[config.mk]
export PLATFORM = sky130hd
export DESIGN_NAME = susi_cell
export DESIGN_NICKNAME = d
export VERILOG_FILES = /design/src/rtl/susi_pkg.sv /design/src/rtl/susi_cell.sv
export SDC_FILE = /design/constraint.sdc
export NUM_CORES = 1
export LEC_CHECK = 0
export BUFFER_PORTS_ARGS = -buffer_cell sky130_fd_sc_hd__clkbuf_2
export CORE_MARGIN = 4
export CORE_UTILIZATION = 44
export DETAILED_ROUTE_END_ITERATION = 8
export PLACE_DENSITY = 0.8
export REMOVE_ABC_BUFFERS = 1
export SYNTH_ARGS = -nofsm -noshare
export SYNTH_HDL_FRONTEND = slang
export SYNTH_SLANG_ARGS = --single-unit
export TNS_END_PERCENT = 20
[constraint.sdc]
create_clock -name clock -period 6 [get_ports clock]
set_input_delay 0.3 -clock clock [delete_from_list [all_inputs] [get_ports clock]]
set_output_delay 0.3 -clock clock [all_outputs]
set_load 0.02 [all_outputs]
[src/rtl/susi_pkg.sv]
// Package for the sorted unique set insert unit: sizes, command and status codes,
// and the structs passed between the entry cells, the group encoders and the top level.
// No dependencies.
`default_nettype none

package susi_pkg;

   // Capacity of the list and derived widths
   localparam int CAPACITY   = 64;
   localparam int KEY_W      = 32;
   localparam int CNT_W      = $clog2(CAPACITY + 1);
   localparam int GROUP_SIZE = 8;
   localparam int GSEL_W     = $clog2(GROUP_SIZE);
   localparam int NUM_GROUPS = (CAPACITY + GROUP_SIZE - 1) / GROUP_SIZE;

   // Field widths at the ports
   localparam int CMD_W    = 2;
   localparam int RIDX_W   = 6;
   localparam int STATUS_W = 3;
   localparam int POS_W    = 7;
   localparam int COUNT_W  = 7;

   // Command codes
   localparam logic [CMD_W-1:0] CMD_INSERT = 2'd0;
   localparam logic [CMD_W-1:0] CMD_READ   = 2'd1;
   localparam logic [CMD_W-1:0] CMD_CLEAR  = 2'd2;

   // Status codes
   localparam logic [STATUS_W-1:0] ST_INSERTED  = 3'd0;
   localparam logic [STATUS_W-1:0] ST_DUPLICATE = 3'd1;
   localparam logic [STATUS_W-1:0] ST_FULL      = 3'd2;
   localparam logic [STATUS_W-1:0] ST_READ_OK   = 3'd3;
   localparam logic [STATUS_W-1:0] ST_READ_OOR  = 3'd4;
   localparam logic [STATUS_W-1:0] ST_CLEARED   = 3'd5;

   // Per-cell control from the top level
   typedef struct packed {
      logic shift;
      logic clear;
   } cell_ctl_type;

   // Per-cell compare results
   typedef struct packed {
      logic             ge;     // empty, or entry >= key
      logic             eq;     // valid and entry == key
      logic             hit;    // valid and selected for read
      logic [KEY_W-1:0] rdata;  // entry when hit, else zero
   } cell_flags_type;

   // Registered summary of one group of cells
   typedef struct packed {
      logic              any_ge;
      logic              any_eq;
      logic              any_hit;
      logic [GSEL_W-1:0] first_ge;
      logic [KEY_W-1:0]  rdata;
   } grp_sum_type;

endpackage

`default_nettype wire

[src/rtl/susi_cell.sv]
// One entry cell of the sorted list: holds a key and its valid bit, compares against
// the broadcast key and shifts in from its lower neighbor on insert. Uses susi_pkg.
`default_nettype none

module susi_cell (
   input  wire logic                        clock,
   input  wire logic                        reset,
   input  wire susi_pkg::cell_ctl_type      ctl,
   input  wire logic [susi_pkg::KEY_W-1:0]  key,
   input  wire logic                        rd_sel,
   input  wire logic [susi_pkg::KEY_W-1:0]  prev_entry,
   input  wire logic                        prev_ge,
   input  wire logic                        prev_valid,
   output logic      [susi_pkg::KEY_W-1:0]  entry,
   output logic                             valid,
   output susi_pkg::cell_flags_type         flags
);

   logic [susi_pkg::KEY_W-1:0] entry_ff, entry_in;
   logic                       valid_ff, valid_in;
   logic                       ge;

   assign ge = !valid_ff || (entry_ff >= key);

   always_comb begin
      flags.ge    = ge;
      flags.eq    = valid_ff && (entry_ff == key);
      flags.hit   = valid_ff && rd_sel;
      flags.rdata = (valid_ff && rd_sel) ? entry_ff : '0;
   end

   // Take the neighbor's key if it is also at or above the insert point, else the new key
   always_comb begin
      entry_in = entry_ff;
      valid_in = valid_ff;
      if (ctl.clear) begin
         valid_in = 1'b0;
      end else if (ctl.shift && ge) begin
         entry_in = prev_ge ? prev_entry : key;
         valid_in = valid_ff | prev_valid;
      end
   end

   always_ff @(posedge clock) begin
      entry_ff <= entry_in;
      if (reset) begin
         valid_ff <= 1'b0;
      end else begin
         valid_ff <= valid_in;
      end
   end

   assign entry = entry_ff;
   assign valid = valid_ff;

endmodule

`default_nettype wire

==> results.json <==
{
  "fp.dieH_um": 81.8,
  "synth_top_area_frac": 0.401,
  "power_density_mw_per_mm2": 176,
  "portBuffers": 138,
  "min_period_over_period": 0.472,
  "most-common-layout-cells": "138 x clkbuf_2, 37 x nand2_1, 34 x inv_1, 34 x o21ai_0",
  "wl_per_cell_um": 13.5,
  "grt_pass1_vias": 2104,
  "end_kind": "flip-flop",
  "setup_viol": 0,
  "clk_root_buffer_cell": "clkbuf_8",
  "ir_worst_vdd_mv": 0.123,
  "antenna_found_initial": 0,
  "finalCriticalPeriod_ns": 2.83,
  "dp_cells": 458,
  "vias_per_cell": 4.98,
  "cts_hold_buffers": 0,
  "num_antenna_cells": 0,
  "worstPathRequired_ns": 5.96,
  "gp_congestion": 0.772,
  "total_leakage_power_nw": 1.77,
  "yosys-top-cells-area": "edfxtp_1 40%, ha_1 17%, and3_1 8.4%",
  "yosys_warnings": 0,
  "cts.sinks": 33,
  "syn_inst": 263,
  "drv_slew": 0,
  "synth-seq-cells": 33,
  "synth_edf_count": 32,
  "grt_max_degree": 64,
  "fmax_mhz": 353,
  "place_hpwl_um": 5010,
  "rows": 26,
  "synth_async_sr_flop_share": 0,
  "start_kind": "flip-flop",
  "arrival_ns": 2.79,
  "syn_area_per_cell_um2": 9.12,
  "cts_buffer_depth": 2,
  "initial_core_util": 0.461,
  "placed_cell_area_mm2": 0.00314,
  "die_area_mm2": 0.00669,
  "fin_skew_ns": 0.00298,
  "grt_first_pass_wirelength_um": 9950,
  "critPathKind": "flip-flop to flip-flop",
  "htree_levels": 2,
  "worstPathMaxFanout": 22,
  "numCtsBuffers": 5,
  "vias": 2319,
  "clk_pin_slew_ns": 0.07,
  "yosysUniqueCellTypes": 35,
  "ys.flop_type": "edfxtp_1",
  "synthesis.area_mm2": 0.00240,
  "layout_commonest_cell": "clkbuf_2",
  "cts_setup_buffers": 0,
  "hold_viol": 0,
  "fin_nets": 498,
  "num_io_pins": 139,
  "setup-tns-final_ns": 0,
  "rsz0062_at_grt": "no",
  "drive_gt1_frac": 0.396,
  "grt_use_total": 0.194,
  "drv_cap": 0,
  "drt_iter0_markers": 82,
  "hp-class": "input pin to flip-flop",
  "die_w_um": 81.8,
  "drtPass1Iterations": 4,
  "final_cells": 466,
  "finalInstanceArea_mm2": 0.00323,
  "final_antenna_net_count": 0,
  "worst_slew_pin_slew_ns": 1.06,
  "overflow": 0,
  "core_mm2": 0.00520,
  "cts_tree": "done",
  "cts_resized": 0,
  "drt-total-wl_um": 6310,
  "status": "finished clean",
  "seq_area_frac_synth": 0.409,
  "relSlewSlack": 0.290,
  "clkLatencyLatePin_ns": 0.28,
  "drc_errors": 0,
  "syn_to_final_growth_pct": 34.6,
  "synth.largest_area_cell": "edfxtp_1"
}
cells in the mapped netlist, types with 2 or more instances:
cell	number
nand2_1	37
inv_1	34
o21ai_0	34
and3_1	32
edfxtp_1	32
ha_1	32
a21oi_1	14
clkbuf_1	13
nand3_1	3
nand4_1	3
and4_1	2
and4_2	2
nor3_1	2
o21ai_1	2
routing by layer:
layer,part of all wire,up-vias,GRT usage
li1,-,1199,-
met1,0.45,1027,0.250
met2,0.46,91,0.326
met3,0.081,2,0.0537
met4,0.0046,0,0.0399
met5,0,-,0
worst max-delay path: stages, from the launching register on:
cell	delay, ns
edfxtp_1	0.42
ha_1	0.34
and4_4	0.25
nand3_2	0.10
nor3_2	0.19
o21ai_1	0.15
a311oi_4	0.62
buf_4	0.42
layout make-up:
cell class,count,area (um^2)
Tap cell,70,87.6
Multi-Input combinational cell,182,1250
Inverter,34,128
Fill cell,472,1980
Clock buffer,5,68.8
Clock inverter,3,12.5
Sequential cell,33,981
Timing Repair Buffer,139,698
state kept, by name, summed over array words and instances, names as in the netlist:
register	flops
entry	32
valid	1
stage by stage:
step	hold WS [ns]	worst slack (ns)	power, mW	util
after detailed placement	0.473	3.10	0.414	0.604
final	0.185	3.17	0.568	0.620
after global routing	0.176	2.87	0.603	0.620
after global placement	0.476	3.14	0.411	0.604
after floorplan	0.377	1.39	0.353	-
after CTS	0.174	3.10	0.575	0.620
final timing paths:
| check | start | endpoint | slack, ns | cells past startpoint |
|---|---|---|---|---|
| worst max-delay path | entry[14]$_DFFE_PP_ | entry[4]$_DFFE_PP_ | 3.17 | 7 |
| worst min-delay path | reset | valid$_SDFFE_PP0P_ | 0.19 | 2 |
| worst max register to register | entry[14]$_DFFE_PP_ | entry[4]$_DFFE_PP_ | 3.17 | 7 |
| worst min register to register | valid$_SDFFE_PP0P_ | valid$_SDFFE_PP0P_ | 1.05 | 2 |
kinds of logic (layout without fill, tap and decap cells):
kind of cell,after synthesis,after routing,share of synthesized area
AO/OA/AOI/OAI,59,59,0.138
adder cells (fa/ha/maj),32,32,0.167
buffers and inverters,48,181,0.0767
flip-flops,33,33,0.409
multiplexers,1,1,0.00470
AND/OR/NAND/NOR,90,90,0.204
power by group:
group	internal (mW)	total [mW]	switching (mW)
Clock	0.0781	0.160	0.0818
Sequential	0.269	0.279	0.0105
Combinational	0.0538	0.129	0.0751
Total	0.401	0.568	0.167
No activity file was read; power rests on OpenSTA's default activity.
