===== src/rtl/susi_pkg.sv =====
// Package for the sorted unique set insert unit: sizes, command and status codes,
// and the structs passed between the entry cells, the group encoders and the top level.
// No dependencies.
`default_nettype none

package susi_pkg;

   // Capacity of the list and derived widths
   localparam int CAPACITY   = 64;
   localparam int KEY_W      = 32;
   localparam int CNT_W      = $clog2(CAPACITY + 1);
   localparam int GROUP_SIZE = 8;
   localparam int GSEL_W     = $clog2(GROUP_SIZE);
   localparam int NUM_GROUPS = (CAPACITY + GROUP_SIZE - 1) / GROUP_SIZE;

   // Field widths at the ports
   localparam int CMD_W    = 2;
   localparam int RIDX_W   = 6;
   localparam int STATUS_W = 3;
   localparam int POS_W    = 7;
   localparam int COUNT_W  = 7;

   // Command codes
   localparam logic [CMD_W-1:0] CMD_INSERT = 2'd0;
   localparam logic [CMD_W-1:0] CMD_READ   = 2'd1;
   localparam logic [CMD_W-1:0] CMD_CLEAR  = 2'd2;

   // Status codes
   localparam logic [STATUS_W-1:0] ST_INSERTED  = 3'd0;
   localparam logic [STATUS_W-1:0] ST_DUPLICATE = 3'd1;
   localparam logic [STATUS_W-1:0] ST_FULL      = 3'd2;
   localparam logic [STATUS_W-1:0] ST_READ_OK   = 3'd3;
   localparam logic [STATUS_W-1:0] ST_READ_OOR  = 3'd4;
   localparam logic [STATUS_W-1:0] ST_CLEARED   = 3'd5;

   // Per-cell control from the top level
   typedef struct packed {
      logic shift;
      logic clear;
   } cell_ctl_type;

   // Per-cell compare results
   typedef struct packed {
      logic             ge;     // empty, or entry >= key
      logic             eq;     // valid and entry == key
      logic             hit;    // valid and selected for read
      logic [KEY_W-1:0] rdata;  // entry when hit, else zero
   } cell_flags_type;

   // Registered summary of one group of cells
   typedef struct packed {
      logic              any_ge;
      logic              any_eq;
      logic              any_hit;
      logic [GSEL_W-1:0] first_ge;
      logic [KEY_W-1:0]  rdata;
   } grp_sum_type;

endpackage

`default_nettype wire


===== src/rtl/susi_group.sv =====
// Group encoder: reduces the compare flags of a group of cells to one registered
// summary (first cell at or above the key, duplicate, read hit and data). Uses susi_pkg.
`default_nettype none

module susi_group (
   input  wire logic                     clock,
   input  wire susi_pkg::cell_flags_type flags [susi_pkg::GROUP_SIZE],
   output susi_pkg::grp_sum_type         sum
);

   susi_pkg::grp_sum_type sum_ff, sum_in;

   always_comb begin
      sum_in = '0;
      // scan from the top so the lowest flagged cell wins
      for (int c = susi_pkg::GROUP_SIZE - 1; c >= 0; c--) begin
         if (flags[c].ge) begin
            sum_in.first_ge = susi_pkg::GSEL_W'(c);
         end
      end
      for (int c = 0; c < susi_pkg::GROUP_SIZE; c++) begin
         sum_in.any_ge  = sum_in.any_ge  | flags[c].ge;
         sum_in.any_eq  = sum_in.any_eq  | flags[c].eq;
         sum_in.any_hit = sum_in.any_hit | flags[c].hit;
         sum_in.rdata   = sum_in.rdata   | flags[c].rdata;
      end
   end

   always_ff @(posedge clock) begin
      sum_ff <= sum_in;
   end

   assign sum = sum_ff;

endmodule

`default_nettype wire


===== config.mk =====
export PLATFORM = sky130hd
export DESIGN_NAME = susi_group
export DESIGN_NICKNAME = d
export VERILOG_FILES = /design/src/rtl/susi_pkg.sv /design/src/rtl/susi_group.sv
export SDC_FILE = /design/constraint.sdc
export NUM_CORES = 1
export LEC_CHECK = 0
export ABC_AREA = 0
export BUFFER_PORTS_ARGS = -buffer_cell sky130_fd_sc_hd__buf_4
export CAP_MARGIN = 40
export CORE_AREA = 5 5 121 123
export DETAILED_ROUTE_END_ITERATION = 7
export DIE_AREA = 0 0 126 128
export GPL_ROUTABILITY_DRIVEN = 0
export HOLD_SLACK_MARGIN = 0.1
export PLACE_DENSITY = 0.44
export SKIP_LAST_GASP = 1
export SLEW_MARGIN = 20
export SYNTH_ARGS = -nofsm -noshare
export SYNTH_HDL_FRONTEND = slang
export SYNTH_SLANG_ARGS = --single-unit

===== constraint.sdc =====
create_clock -name clock -period 0.9 [get_ports clock]
set_input_delay 0.225 -clock clock [delete_from_list [all_inputs] [get_ports clock]]
set_output_delay 0.225 -clock clock [all_outputs]
set_load 0.1 [all_outputs]

==> out/results.env <==
REQUIRED_NS=0.67
ROUTED_VIA_DENSITY=3.86
YOSYS_WARNINGS=0
INITIAL_UTILIZATION=0.103
SYNTHTOLAYOUTAREAGROWTH_PCT=235
SLEW_VIOL_FINAL=0
NETLIST.AREA_LEADER.SHARE=0.545
HTREEDEPTH=2
CLOCKBUFFERDEPTH=2
YOSYS_MOST_USED_DFF='sky130_fd_sc_hd__dfxtp_1'
MET2ROUTEDLENGTH_UM=5360
GRT-OVFL-TOTAL=0
CORE_FOOTPRINT_UM2=13600
FIRST_GLOBAL_VIAS=2812
DIEAREA_UM2=16100
YS_SEQ_AREA_FRAC=0.545
TOP_LEVEL_PORTS=319
DIEHEIGHT_UM=128
BUF_INV_ON_CP=1
WORSTSETUPSTARTPOINTTYPE='register'
ROUTE.TOP_LAYER_USED='met4'
TIMING.FINAL.CRIT_SHARE=1.15
FINALWORSTSETUPSLACK_NS=-0.134
DETAILROUTE.VIA_COUNT=2541
LENGTH_OF_THE_FIRST_DETAILED_ROUTING_PASS_IN_ITERATIONS=4
RSZ_0062_RAISED_AFTER_GLOBAL_ROUTING='true'
POSTSYNTHREGISTERBITS=38
TIMING.CRITICAL_PATH.TO_TYPE='output pin'
NUMBER_OF_REMAINING_DRC_ERRORS=0
TIMING.SLEW.HEADROOM=0.734
POWER_DENSITY_nW_PER_UM2=984
SETUP_VIOL=38
SYN-INSTANCE-COUNT=154
DETAIL-ROUTE-ANTENNA-NETS=0
CRITICAL-PATH-MAX-STAGE-DELAY_NS=0.36
DRT-WIRELENGTH-PER-CELL_UM=15.2
CRIT_FANOUT=1
SYNTH-EDFF-COUNT=0
GRT_ANTENNA_BEFORE_REPAIR=0
MET3_WIRELENGTH_UM=1230
DRIVE_ABOVE_1_SHARE=0.759
MOST_INSTANTIATED_LIBRARY_CELL_AFTER_SYNTHESIS='sky130_fd_sc_hd__nor4_1'
IR_WORST_VDD_V=0.000604
POST-PLACE-WS_NS=-0.0607
DRC_VIOLATION_TOTAL_AFTER_THE_FIRST_TRITONROUTE_ITERATION=37
SYNTH.AVG_CELL_AREA_UM2=9.06
YOSYS.CELL_TYPES.COUNT=11
FINALHOLDVIOLATIONS=0
ANTENNADIODECOUNT=0
YS_TOP_CELLS_BY_COUNT='sky130_fd_sc_hd__nor4_1 (69), sky130_fd_sc_hd__dfxtp_1 (38), sky130_fd_sc_hd__nand2_1 (35)'
CRITICALPATHCATEGORY='reg -> out'
SYN-CELL-AREA_UM2=1400
SYNTHTOPCELLSBYAREA='sky130_fd_sc_hd__dfxtp_1 (55%), sky130_fd_sc_hd__nor4_1 (31%), sky130_fd_sc_hd__nand2_1 (9.4%)'
CTS_INSERTED_BUFFERS=5
GLOBAL_ROUTE_WIRE_LENGTH_BEFORE_REPAIR_UM=14400
WL_MET1_UM=3230
MULTIINPUTGATEAREA_UM2=631
TIGHTEST_SLEW_NS=0.396
FINAL.FILL_COUNT=1402
DP_HPWL_UM=9070
FINAL_PERIOD_MINUS_WORST_SETUP_SLACK_NS=1.03
NUMCLOCKSINKS=38
GR-USAGE-ALL-LAYERS=0.114
SYN_NETS=435
POWER_LEAKAGE_nW=2.17
CELL_TYPE_OF_THE_SLOWEST_STAGE_ON_THE_WORST_TIMING_PATH='sky130_fd_sc_hd__dfxtp_4'
FINAL_CORE_UTIL=0.345
CRITICAL_PATH.CELL_CHAIN='buf_12'
FINAL_NETS=760
SYNTH-ASYNC-RESET-RATIO=0
DIEWIDTH_UM=126
CLK_PIN_SLEW_WORST_PATHS_NS=0.05
POSTCTSSETUPREPAIRBUFS=0
HOLDCRITPATHCLASS='in -> reg'
MAX-CAP-VIOLATIONS=0
CLK_ROOT_BUFFER_CELL='sky130_fd_sc_hd__clkbuf_16'
NUMPORTBUFFERS=318
OUTCOME='complete, but fails checks'
PLACEMENT_ROWS=43
LAYOUT.AREA.SEQ_UM2=813
SYNTH_AREA_LEADER_CELL='sky130_fd_sc_hd__dfxtp_1'
LARGEST_REGISTER_FFS=38
MAX_FREQ_MHz=967
FAMILY_WITH_THE_MOST_DELAY_ON_THE_WORST_PATH='flip-flops'
GRT_MAX_DEGREE=11
CTS_TREE='built'
DRT_WL_TOTAL_UM=10000
CRIT_ARRIVAL_NS=0.81
DESIGN_POWER_TOTAL_mW=4.60
VIOLATIONS='setup timing'
## layout by cell type (no fill, tap or decap)
master and instances:
sky130_fd_sc_hd__a211oi_1 1, sky130_fd_sc_hd__a21oi_1 2, sky130_fd_sc_hd__buf_12 38, sky130_fd_sc_hd__buf_4 280
sky130_fd_sc_hd__clkbuf_16 5, sky130_fd_sc_hd__clkbuf_8 1, sky130_fd_sc_hd__dfxtp_2 36, sky130_fd_sc_hd__dfxtp_4 2
sky130_fd_sc_hd__inv_1 1, sky130_fd_sc_hd__nand2_1 35, sky130_fd_sc_hd__nor2_1 3, sky130_fd_sc_hd__nor2b_1 2
sky130_fd_sc_hd__nor4_1 69, sky130_fd_sc_hd__nor4_2 1, sky130_fd_sc_hd__o21ai_0 1, sky130_fd_sc_hd__o41ai_1 1
## path summary, 6_finish.rpt
kind / start / endpoint / slack (ns) / cells past startpoint
setup / recovery: sum[29] / sum[29] / -0.13 / 1
hold / removal: flags[244] / sum[33] / 0.12 / 2
## power by group
| group | switching (mW) | internal, mW | total (mW) |
|---|---|---|---|
| clock | 0.635 | 1.07 | 1.70 |
| combinational | 0.339 | 0.852 | 1.19 |
| sequential | 0.0106 | 1.69 | 1.70 |
## metrics by stage
stage          hold slack [ns]  cells  setup TNS (ns)  area, um2
6_report                 0.120    658           -4.31       4670
5_1_grt                  0.106    658           -5.41       4670
4_1_cts                  0.105    658           -4.95       4670
3_5_place_dp             0.408    652          -0.227       4060
3_3_place_gp             0.407    652          -0.152       4060
2_1_floorplan            0.290    154               0       1440
## per-layer routing
layer  up-vias  track usage
met5         -            0
met4         0       0.0404
met1      1074        0.110
li1       1256            -
met3        12       0.0475
met2       199        0.218
## cell type report
| type | count | share of cell area |
|---|---|---|
| Clock buffer | 6 | 0.0297 |
| Inverter | 1 | 0.000803 |
| Multi-Input combinational cell | 115 | 0.135 |
| Sequential cell | 38 | 0.174 |
| Tap cell | 180 | 0.0482 |
| Timing Repair Buffer | 318 | 0.612 |
## cells by family after synthesis
family,synth area share
buffers and inverters,0.00269
AND/OR/NAND/NOR,0.430
AO/OA/AOI/OAI,0.0224
flip-flops,0.545
## repair_timing
item                                    CTS  global route
endpoints found under the hold margin     0             0
gates resized for setup                 114             2
hold buffers                              0             0
endpoints found under the setup margin   38            38
Note: power is estimated with default switching activity, not from simulation.
